<file path="src/hfdp_pkg.sv">
// ----------------------------------------------------------------------------
// hfdp_pkg: shared types and constants for the header framed decimal pair parser
// Byte codes of the frame header, the abort byte, payload sizing and the
// three-digit code function used by the parser.
// ----------------------------------------------------------------------------
package hfdp_pkg;

	localparam int ByteW = 8;
	localparam int CodeW = 16;

	// frame header letters and the abort byte
	localparam logic [ByteW-1:0] HdrB0     = 8'h48;
	localparam logic [ByteW-1:0] HdrB1     = 8'h45;
	localparam logic [ByteW-1:0] HdrB2     = 8'h41;
	localparam logic [ByteW-1:0] HdrB3     = 8'h44;
	localparam logic [ByteW-1:0] AbortByte = 8'h0D;

	// ascii digit offset
	localparam logic signed [CodeW-1:0] DigitBase = 16'sd48;

	// payload sizing: the last byte is used directly and never stored
	localparam int PayloadLen = 7;
	localparam int StoreDepth = PayloadLen - 1;
	localparam int CountW     = $clog2(PayloadLen);
	localparam logic [CountW-1:0] LastIdx = CountW'(PayloadLen - 1);

	// one registered request from the input stage
	typedef struct packed {
		logic             valid;
		logic [ByteW-1:0] data;
	} hfdp_item_t;

	// d0*100 + d1*10 + d2, each digit the byte minus the ascii base
	function automatic logic signed [CodeW-1:0] three_digit_code(
		input logic [ByteW-1:0] b0,
		input logic [ByteW-1:0] b1,
		input logic [ByteW-1:0] b2
	);
		logic signed [CodeW-1:0] d0;
		logic signed [CodeW-1:0] d1;
		logic signed [CodeW-1:0] d2;
		d0 = signed'({{(CodeW-ByteW){1'b0}}, b0}) - DigitBase;
		d1 = signed'({{(CodeW-ByteW){1'b0}}, b1}) - DigitBase;
		d2 = signed'({{(CodeW-ByteW){1'b0}}, b2}) - DigitBase;
		return d0 * 16'sd100 + d1 * 16'sd10 + d2;
	endfunction

endpackage

</file>
<file path="src/header_framed_decimal_pair_parser_top.sv">
// ----------------------------------------------------------------------------
// header_framed_decimal_pair_parser_top: framed decimal pair parser
//
//   channel | handshake            | payload
//   --------+----------------------+----------------------------------------
//   input   | in_valid / in_stall  | rx_byte [7:0]
//   output  | out_valid / out_stall| lead_code [15:0], trail_code [15:0]
//
// One byte is taken per cycle while in_stall is low. A byte goes through
// the input register and the parser; the closing byte loads the result.
// The parser holds an input only when a frame closes while the previous
// result is still stalled in the result register. Reset returns the header
// state machine to idle and empties both registers.
// ----------------------------------------------------------------------------
module header_framed_decimal_pair_parser_top (
	input  logic                              clk,
	input  logic                              arst_n,
	input  logic                              in_valid,
	output logic                              in_stall,
	input  logic [hfdp_pkg::ByteW-1:0]        rx_byte,
	output logic                              out_valid,
	input  logic                              out_stall,
	output logic signed [hfdp_pkg::CodeW-1:0] lead_code,
	output logic signed [hfdp_pkg::CodeW-1:0] trail_code
);

	hfdp_pkg::hfdp_item_t item;
	logic                 consume;

	// input register
	hfdp_in_stage u_in_stage (
		.clk      (clk),
		.arst_n   (arst_n),
		.in_valid (in_valid),
		.in_stall (in_stall),
		.rx_byte  (rx_byte),
		.consume  (consume),
		.item     (item)
	);

	// header match, capture and result register
	hfdp_parser u_parser (
		.clk        (clk),
		.arst_n     (arst_n),
		.item       (item),
		.consume    (consume),
		.out_valid  (out_valid),
		.out_stall  (out_stall),
		.lead_code  (lead_code),
		.trail_code (trail_code)
	);

endmodule

</file>
<file path="src/hfdp_in_stage.sv">
// ----------------------------------------------------------------------------
// hfdp_in_stage: input register
// Captures one received byte per request and holds it until the parser
// consumes it.
// ----------------------------------------------------------------------------
module hfdp_in_stage (
	input  logic                     clk,
	input  logic                     arst_n,
	input  logic                     in_valid,
	output logic                     in_stall,
	input  logic [hfdp_pkg::ByteW-1:0] rx_byte,
	input  logic                     consume,
	output hfdp_pkg::hfdp_item_t     item
);

	logic                       valid_s1;
	logic [hfdp_pkg::ByteW-1:0] rx_byte_s1;

	// hold while a byte sits here that the parser cannot take
	assign in_stall = valid_s1 && !consume;

	// valid flag
	always_ff @(posedge clk or negedge arst_n) begin
		if (!arst_n) begin
			valid_s1 <= 1'b0;
		end else if (!in_stall) begin
			valid_s1 <= in_valid;
		end
	end

	// byte payload
	always_ff @(posedge clk) begin
		if (!in_stall && in_valid) begin
			rx_byte_s1 <= rx_byte;
		end
	end

	assign item.valid = valid_s1;
	assign item.data  = rx_byte_s1;

endmodule

</file>
<file path="src/hfdp_parser.sv">
// ----------------------------------------------------------------------------
// hfdp_parser: header match, payload capture and code result register
// Walks the header state machine one byte at a time, stores payload bytes
// and on the last payload byte registers the two three-digit codes.
// ----------------------------------------------------------------------------
module hfdp_parser (
	input  logic                            clk,
	input  logic                            arst_n,
	input  hfdp_pkg::hfdp_item_t            item,
	output logic                            consume,
	output logic                            out_valid,
	input  logic                            out_stall,
	output logic signed [hfdp_pkg::CodeW-1:0] lead_code,
	output logic signed [hfdp_pkg::CodeW-1:0] trail_code
);

	typedef enum logic [2:0] {
		ST_IDLE,
		ST_H1,
		ST_H2,
		ST_H3,
		ST_DATA
	} state_t;

	state_t                        state_q;
	logic [hfdp_pkg::CountW-1:0]   payload_count_q;
	logic [hfdp_pkg::ByteW-1:0]    payload_q [hfdp_pkg::StoreDepth];
	logic                          out_valid_q;
	logic signed [hfdp_pkg::CodeW-1:0] lead_code_q;
	logic signed [hfdp_pkg::CodeW-1:0] trail_code_q;

	logic is_data;
	logic emit;
	logic store;
	logic signed [hfdp_pkg::CodeW-1:0] first_next;
	logic signed [hfdp_pkg::CodeW-1:0] second_next;

	// a non-abort byte in the payload phase, and whether it closes the frame
	assign is_data = item.valid && (state_q == ST_DATA) && (item.data != hfdp_pkg::AbortByte);
	assign emit    = is_data && (payload_count_q == hfdp_pkg::LastIdx);
	assign store   = is_data && !emit && consume;

	// only a closing byte waits, and only on a full, stalled result register
	assign consume = !(emit && out_valid_q && out_stall);

	// codes from the stored bytes; the last digit is the current byte
	assign first_next  = hfdp_pkg::three_digit_code(payload_q[0], payload_q[1], payload_q[2]);
	assign second_next = hfdp_pkg::three_digit_code(payload_q[4], payload_q[5], item.data);

	// state machine and result register
	always_ff @(posedge clk or negedge arst_n) begin
		if (!arst_n) begin
			state_q         <= ST_IDLE;
			payload_count_q <= '0;
			out_valid_q     <= 1'b0;
			lead_code_q     <= '0;
			trail_code_q    <= '0;
		end else begin
			if (emit && consume) begin
				out_valid_q <= 1'b1;
			end else if (!out_stall) begin
				out_valid_q <= 1'b0;
			end
			if (item.valid && consume) begin
				unique case (state_q)
					ST_IDLE: begin
						state_q <= (item.data == hfdp_pkg::HdrB0) ? ST_H1 : ST_IDLE;
					end
					ST_H1: begin
						state_q <= (item.data == hfdp_pkg::HdrB1) ? ST_H2 : ST_IDLE;
					end
					ST_H2: begin
						state_q <= (item.data == hfdp_pkg::HdrB2) ? ST_H3 : ST_IDLE;
					end
					ST_H3: begin
						if (item.data == hfdp_pkg::HdrB3) begin
							state_q         <= ST_DATA;
							payload_count_q <= '0;
						end else begin
							state_q <= ST_IDLE;
						end
					end
					ST_DATA: begin
						if (!is_data) begin
							state_q <= ST_IDLE;
						end else if (emit) begin
							state_q         <= ST_IDLE;
							payload_count_q <= '0;
							lead_code_q     <= first_next;
							trail_code_q    <= second_next;
						end else begin
							payload_count_q <= payload_count_q + 1'b1;
						end
					end
					default: begin
						state_q <= ST_IDLE;
					end
				endcase
			end
		end
	end

	// payload byte store
	always_ff @(posedge clk) begin
		if (store) begin
			payload_q[payload_count_q] <= item.data;
		end
	end

	assign out_valid  = out_valid_q;
	assign lead_code  = lead_code_q;
	assign trail_code = trail_code_q;

endmodule

</file>
<file path="config.mk">
export PLATFORM = sky130hd
export DESIGN_NAME = header_framed_decimal_pair_parser_top
export DESIGN_NICKNAME = d
export VERILOG_FILES = /design/src/hfdp_pkg.sv /design/src/header_framed_decimal_pair_parser_top.sv /design/src/hfdp_in_stage.sv /design/src/hfdp_parser.sv
export SDC_FILE = /design/constraint.sdc
export NUM_CORES = 1
export LEC_CHECK = 0
export ABC_AREA = 1
export BUFFER_PORTS_ARGS = -buffer_cell sky130_fd_sc_hd__buf_2
export CAP_MARGIN = 20
export CORE_ASPECT_RATIO = 0.8
export CORE_UTILIZATION = 55
export CTS_CLUSTER_SIZE = 25
export DETAILED_ROUTE_END_ITERATION = 7
export GPL_TIMING_DRIVEN = 0
export PLACE_DENSITY = 0.73
export SLEW_MARGIN = 40
export SYNTH_ARGS = -nofsm -noshare
export SYNTH_HDL_FRONTEND = slang
export SYNTH_SLANG_ARGS = --single-unit
</file>
<file path="constraint.sdc">
create_clock -name clk -period 11.36 [get_ports clk]
set_input_delay 1.704 -clock clk [delete_from_list [all_inputs] [get_ports clk]]
set_output_delay 1.704 -clock clk [all_outputs]
set_load 0.05 [all_outputs]
</file>
==> summary.txt, run 1 <==
Drt
  • Post-DR wirelength/cell: 14.3 um
  • Via density: 5.16
  • Drt pass-1 iters: 5
  • Antenna Nets Post-Route: 0
  • Via count: 5,873
  • # DRC: 0
  • Initial DRC Count: 393
  • Total wire length: 16.3 mm

STA
  • Fmax: 195 MHz
  • Final Skew: approximately 0.0076 ns
  • Least-Margin Pin Slew: between 0.6 and 0.7 ns
  • Final min period: 5.13 ns
  • Slew headroom: 53.2%
  • Post-route setup TNS: 0 ns
  • Max Slew Vio Count: 0
  • Hold_ws: 0.473 ns
  • Crit share post-route: between 40% and 50%
  • Final setup violating endpoints: 0
  • RSZ-0062 raised after global routing: false
  • Fin. Hold Viols: 0

GRT
  • First-pass GRT wire length: 27.6 mm
  • Pin count of the biggest net entering global routing: 41
  • Tot GR Track Use: 24.4%
  • Grt ovf: 0
  • Initial antenna violation count: 0
  • Number of global-route vias before repair: 5,628

Worst setup path
  • Crit. End Element: register
  • Arrival time worst endpoint: 5.41 ns
  • Reg2reg setup slack: just over 6 ns
  • Worst Setup SP: u_parser.payload_q[0][4]$_DFFE_PP_
  • Worst r2r path cells: 21
  • Crit path kind: reg -> reg
  • R2r startpoint: u_parser.payload_q[0][4]$_DFFE_PP_
  • Reg-to-Reg End: u_parser.lead_code[14]$_DFFE_PN0P_
  • Max Fanout on Critical Path: 4
  • Startpoint types: register
  • Worst Path Required: 11.65 ns
  • Worst Setup EP: u_parser.lead_code[14]$_DFFE_PN0P_

Synthesis
  • XOR/XNOR Fraction of Synth Area: 5.88%
  • Sequential share of the synthesized area: a little under a third
  • Synth Area in Adders: 29.8%
  • Synth unique cells: 35
  • Syn Area/Cell: 8.80 sq um
  • Seq cells post-synth: ~90
  • Compound-cell area share of the yosys netlist: between 7 and 8%
  • Synth Warn #: 0
  • Synth area leaders: ha_1 (19%), edfxtp_1 (18%), dfrtp_1 (13%), fa_1 (11%), nand2_1 (9.2%)
  • Mapped Area: 7900 sq um
  • Largest family of logic cells by synthesized area: adder cells
  • Yosys top cell by area: ha_1
  • Post-synthesis simple-gate area fraction: 16.8%
  • Yosys top cell area share: 19.2%
  • Syn Inst Count: around 900
  • Synthesized Nets: 1,072
  • Mux share of post-synthesis cell area: 0%

Layout
  • Commonest non-fill, non-tap cells in the layout: nand2_1 (193), inv_1 (166), ha_1 (121)
  • Most common cell after layout, fill and taps aside: nand2_1
  • Layout net count: 1,129
  • Layout cell share with drive strength beyond 1: 10.4%
  • Design Area, Final: 8650 sq um
  • Fill cells: 1,200
  • Area Overhead vs Synth: 9.58%
  • Antenna Cells: 0

Clock network
  • Clk Latency, worst-skew pair: 0.34 ns
  • CTS clk-pin slew, worst paths: 0.07 ns
  • H-tree depth: 3
  • PostCTS Resize Cnt: 0
  • Post-CTS Hold Fix Bufs: 0
  • Max Buffers Root-to-Sink: 2
  • Setup Buffers After CTS: 0
  • CTS tree: done
  • Sink Count: 88
  • Total CTS buffers: 9
  • CTS root buf: clkbuf_16

Place
  • HPWL Detailed: 13.2 mm
  • Placed Instance Area: around 8400 sq um
  • Port Buf Inserts: 45
  • GPL Wtd Cong: 0.858

Pwr
  • Peak VDD IR: about 0.00015 V
  • Pleak: 0.00455 uW
  • PwrDens: 80.0 nW/um^2

Die
  • Die Wd: 136 um
  • Height of the die: about 110 um
  • Core Area: 13,800 sq um
  • Row Count: 38
  • IO Pins: 46
  • Initial Utilization: a little under three fifths
  • Total die area: between 10,000 and 15,000 sq um

Run status
  • Status: complete, no violations

Worst hold path
  • Min-Delay Path Class: reg -> reg
  • Hold path startpoint: u_parser.lead_code[2]$_DFFE_PN0P_

Job
  • # Max-Cap Violations: 0
## kinds of logic (layout without fill, tap and decap cells)
kind of cell    count (synthesis)  in the layout
compound gates                105            105
xor+xnor                       53             53
fa+ha+maj                     163            163
buf+inv                       176            238
flops                          88             88
simple gates                  312            312
## critical path, cell delays in order (launching register included)
cell      delay (ns)
edfxtp_1        0.47
ha_1            0.25
nand2_1         0.07
inv_1           0.03
nor2_1          0.15
inv_1           0.15
fa_1            0.49
ha_1            0.31
inv_1           0.06
fa_1            0.46
o21ai_0         0.43
a21oi_1         0.15
xnor2_1         0.24
fa_1            0.46
ha_1            0.35
inv_1           0.08
nor3_1          0.31
nand4_1         0.22
nand4_1         0.14
or2_2           0.11
nand3_1         0.05
nand2_1         0.07
## worst min-delay path by stage
| stage | endpoint | cells past startpoint |
|---|---|---|
| 2_1_floorplan | u_parser.lead_code[0]$_DFFE_PN0P_ | 2 |
| 6_report | u_parser.lead_code[2]$_DFFE_PN0P_ | 2 |
| 3_5_place_dp | u_parser.lead_code[0]$_DFFE_PN0P_ | 2 |
| 5_1_grt | u_parser.trail_code[1]$_DFFE_PN0P_ | 2 |
| 4_1_cts | u_parser.lead_code[0]$_DFFE_PN0P_ | 2 |
| 3_3_place_gp | u_parser.lead_code[0]$_DFFE_PN0P_ | 2 |
## layout make-up
| type | count | area, sq um | area share, % |
|---|---|---|---|
| clock inverter | 6 | 43.8 | 0.506 |
| inverter | 169 | 634 | 7.33 |
| timing repair buffer | 46 | 233 | 2.69 |
| multi-input combinational | 633 | 4790 | 55.4 |
| sequential | 88 | 2440 | 28.2 |
| clock buffer | 10 | 229 | 2.65 |
| buffer | 7 | 56.3 | 0.651 |
| tap | 180 | 225 | 2.60 |
## state kept, by name, summed over array words and instances, names as in the netlist
register	cells
u_parser.trail_code	16
u_in_stage.rx_byte_s1	8
u_parser.lead_code	16
u_parser.payload_count_q	3
u_parser.state_q	3
u_in_stage.valid_s1	1
u_parser.out_valid	1
u_parser.payload_q	40
## synth_stat cells
cell	number
nand3_1	44
inv_2	3
nand4_1	8
nand2_2	5
buf_4	1
o211ai_1	1
buf_6	3
a21boi_0	1
o21a_1	2
nor4_1	3
or2_2	7
a31oi_1	5
o21bai_1	10
edfxtp_1	48
buf_2	3
o21ai_0	25
dfrtp_1	40
nor3_1	10
a21oi_1	43
ha_1	121
and3_1	1
o21ai_2	10
xor2_1	31
nand3b_1	1
inv_1	166
nor2_8	1
fa_1	42
a21o_1	4
nor2_1	37
o22ai_1	2
nor2_2	1
o21ai_1	2
xnor2_1	22
nor2_4	1
nand2_1	193
## stage by stage
step           total power [uW]  cells  util, %  setup WS [ns]
6_report                    693   1139     62.8           6.23
5_1_grt                     721   1139     62.8           5.95
4_1_cts                     696   1139     62.7           6.33
3_5_place_dp                422   1123     60.8           6.36
3_3_place_gp                420   1122     60.5           6.38
2_1_floorplan               401    897        -           6.93
## report_power, final
group	total, uW	switching [uW]	internal [uW]
combinational	66.7	42.2	24.5
sequential	349	7.44	341
clock	277	128	149
total	693	178	515
## routing by layer
| layer | vias up | global-route usage [%] | wire length (um) |
|---|---|---|---|
| met5 | - | 0 | 0 |
| met4 | 0 | 5.16 | 148 |
| met3 | 14 | 4.00 | 758 |
| met2 | 129 | 35.2 | 6570 |
| met1 | 2711 | 38.1 | 8780 |
| li1 | 3019 | - | - |
(Power assumes the default switching activity.)
==> run 2: changes to the inputs <==
Settings changed: PLACE_DENSITY 0.73 to 0.76.
Clock period 11.36 ns to 4.4 ns, I/O delays scaled along.
==> run 2 against run 1 <==
  * The flow now finishes with violations (negative setup slack)
  * Combinational power grew to 3.2 times the previous value
  * Sequential share of layout area fell by 3.1 points
  * Die area unchanged
  * Critical path type unchanged
  * Clock-buffer cell count is 1 lower
==> summary.txt, run 2 (same netlist as run 1, synthesis figures left out) <==
Place
  • Setup WS pre-CTS: -0.547 ns (was 6.36 ns)
  • Placed Instance Area: 8380 sq um (about the same)
  • HPWL Detailed: 13.1 mm (was 13.2 mm)
  • Placed cell count: 1,123 (unchanged)
  • GPL Wtd Cong: 0.914 (was 0.858)
  • Port Buf Inserts: 45 (unchanged)

Worst setup path
  • Reg-to-Reg End: u_parser.lead_code[15]$_DFFE_PN0P_ (was u_parser.lead_code[14]$_DFFE_PN0P_)
  • Max Fanout on Critical Path: 4 (unchanged)
  • Reg2reg setup slack: -0.15 ns (was 6.23 ns)
  • R2r startpoint: u_parser.payload_q[0][4]$_DFFE_PP_ (unchanged)
  • Worst Path Required: 4.64 ns (was 11.65 ns)
  • Startpoint types: register (unchanged)
  • Slowest cell on the critical path: fa_2 (was fa_1)
  • Worst r2r path cells: 30 (was 21)
  • Crit path kind: reg -> reg (unchanged)
  • Worst path max stage delay: 0.58 ns (was 0.49 ns)
  • Arrival time worst endpoint: 4.79 ns (was 5.41 ns)
  • Crit. End Element: register (unchanged)
  • CP most frequent cell: nand2_2 (was inv_1)

Die
  • IO Pins: 46 (unchanged)
  • Die Wd: 136 um (unchanged)
  • Height of the die: 109 um (unchanged)
  • Total die area: 14,800 sq um (unchanged)
  • Initial Utilization: 57.3% (unchanged)
  • Core Area: 13,800 sq um (unchanged)
  • Row Count: 38 (unchanged)

Layout
  • Area Overhead vs Synth: 23.0% (was 9.58%)
  • Fill cells: 940 (was 1,200)
  • Design Area, Final: 9710 sq um (was 8650 sq um)
  • Fin cells: 1,174 (was 1,139)
  • Most common cell after layout, fill and taps aside: nand2_1 (unchanged)
  • Largest register FFs: 40 (unchanged)
  • Layout cell share with drive strength beyond 1: 26.2% (was 10.4%)
  • Finished Core Util: 70.4% (was 62.8%)
  • Antenna Cells: 0 (unchanged)
  • Layout net count: 1,164 (was 1,129)
  • Biggest register: u_parser.payload_q (unchanged)
  • Commonest non-fill, non-tap cells in the layout: nand2_1 (176), inv_1 (147), ha_1 (79) (was nand2_1 (193), inv_1 (166), ha_1 (121))

STA
  • Final setup violating endpoints: 4 (was 0)
  • Final WS setup: -0.154 ns (was 6.23 ns)
  • Crit share post-route: 104% (was 45.1%)
  • Max Slew Vio Count: 0 (unchanged)
  • Slew headroom: 52.6% (was 53.2%)
  • Final Skew: 0.00528 ns (was 0.00762 ns)
  • Fin. Hold Viols: 0 (unchanged)
  • Final min period: 4.55 ns (was 5.13 ns)
  • Fmax: 220 MHz (was 195 MHz)
  • Least-Margin Pin Slew: 0.708 ns (was 0.699 ns)
  • RSZ-0062 raised after global routing: true (was false)

Pwr
  • Pleak: 0.00477 uW (was 0.00455 uW)
  • Sequential group share of total power: 48.0% (was 50.4%)
  • Peak VDD IR: 0.000222 V (was 0.000151 V)
  • Overall power: 1870 uW (was 693 uW)
  • Clock network fraction of design power: 40.6% (was 40.0%)
  • Switching Share: 27.5% (was 25.6%)
  • PwrDens: 193 nW/um^2 (was 80.0 nW/um^2)
  • Pint: 1360 uW (was 515 uW)
  • Logic gate share of total power: 11.4% (was 9.6%)
  • Psw: 516 uW (was 178 uW)

Run status
  • Status: finished with violations (was complete, no violations)
  • Failing checks: negative setup slack

Drt
  • Via count: 6,454 (was 5,873)
  • # DRC: 0 (unchanged)
  • Antenna Nets Post-Route: 0 (unchanged)
  • Initial DRC Count: 486 (was 393)
  • Drt pass-1 iters: 5 (unchanged)
  • Via density: 5.50 (was 5.16)
  • Post-DR wirelength/cell: 17.1 um (was 14.3 um)
  • Total wire length: 20.1 mm (was 16.3 mm)

Clock network
  • CTS root buf: clkbuf_16 (unchanged)
  • CTS tree: done (unchanged)
  • H-tree depth: 3 (unchanged)
  • Post-CTS Hold Fix Bufs: 0 (unchanged)
  • Clk Latency, worst-skew pair: 0.35 ns (was 0.34 ns)
  • Total CTS buffers: 9 (unchanged)
  • Max Buffers Root-to-Sink: 2 (unchanged)
  • CTS clk-pin slew, worst paths: 0.07 ns (about the same)
  • Sink Count: 88 (unchanged)

GRT
  • Grt ovf: 0 (unchanged)
  • First-pass GRT wire length: 31.3 mm (was 27.6 mm)
  • Initial antenna violation count: 0 (unchanged)
  • Number of global-route vias before repair: 6,345 (was 5,628)
  • Tot GR Track Use: 27.7% (was 24.4%)
  • Pin count of the biggest net entering global routing: 41 (unchanged)

Job
  • # Max-Cap Violations: 0 (unchanged)

Worst hold path
  • Min-Delay Path Class: in -> async (was reg -> reg)
## run 2: cell count changes in the layout (fill, tap and decap cells not counted), sizes merged
cell	delta
inv	+1
buf	+35
clkbuf	-1
## run 2: timing repair
item,4_1_cts,5_1_grt
setup buffers,29,6
setup endpoints to repair,9,10
gates cloned,0,0
gates resized for setup,89,55
pin swaps,74,49
## run 2: layout make-up
cell class / instances / area [sq um] / share of cell area [%]
multi-input combinational: 633 / 5540 / 57.1
clock inverter: 7 / 72.6 / 0.747
sequential: 88 / 2440 / 25.1
clock buffer: 9 / 225 / 2.32
timing repair buffer: 81 / 499 / 5.14
tap: 180 / 225 / 2.32
inverter: 169 / 649 / 6.69
buffer: 7 / 56.3 / 0.580
## run 2: how the worst max path moves through the flow
stage	from	end	slack (ns)	cells after the start
6_report	u_parser.payload_q[0][4]$_DFFE_PP_	u_parser.lead_code[15]$_DFFE_PN0P_	-0.15	30
5_1_grt	u_parser.payload_q[0][4]$_DFFE_PP_	u_parser.lead_code[15]$_DFFE_PN0P_	-0.35	30
4_1_cts	u_parser.payload_q[0][4]$_DFFE_PP_	u_parser.lead_code[15]$_DFFE_PN0P_	-0.06	30
3_5_place_dp	u_parser.payload_q[0][4]$_DFFE_PP_	u_parser.lead_code[14]$_DFFE_PN0P_	-0.55	20
3_3_place_gp	u_parser.payload_q[0][4]$_DFFE_PP_	u_parser.lead_code[14]$_DFFE_PN0P_	-0.50	20
2_1_floorplan	u_parser.payload_q[4][4]$_DFFE_PP_	u_parser.trail_code[15]$_DFFE_PN0P_	0.007	25
## run 2: power by group through the flow
stage                     Sequential [uW]  Combinational, uW  Clock [uW]
after floorplan                       908                129           0
after global placement                917                167           0
after detailed placement              917                172           0
after CTS                             899                187         770
after global routing                  901                236         803
final                                 899                214         760
## run 2: metrics by stage
stage / TNS (ns) / hold WS [ns]
after detailed placement: -2.29 / 0.455
after global routing: -1.74 / 0.330
after floorplan: 0 / 0.364
after global placement: -2.05 / 0.446
after CTS: -0.106 / 0.321
final: -0.408 / 0.303
## run 2: metal layers
layer,wire length [um],GRT usage [%]
met1,8980,37.3
met2,9310,43.5
met3,1320,6.74
met4,522,10.2
met5,0,0
## run 2: critical path: cells and delay by family, from the launching register on
| family | cells | cell delay (ns) |
|---|---|---|
| adder cells (fa/ha/maj) | 6 | 1.98 |
| AND/OR/NAND/NOR | 16 | 1.23 |
| flip-flops | 1 | 0.48 |
| AO/OA/AOI/OAI | 2 | 0.31 |
| buffers and inverters | 5 | 0.30 |
| XOR/XNOR | 1 | 0.15 |
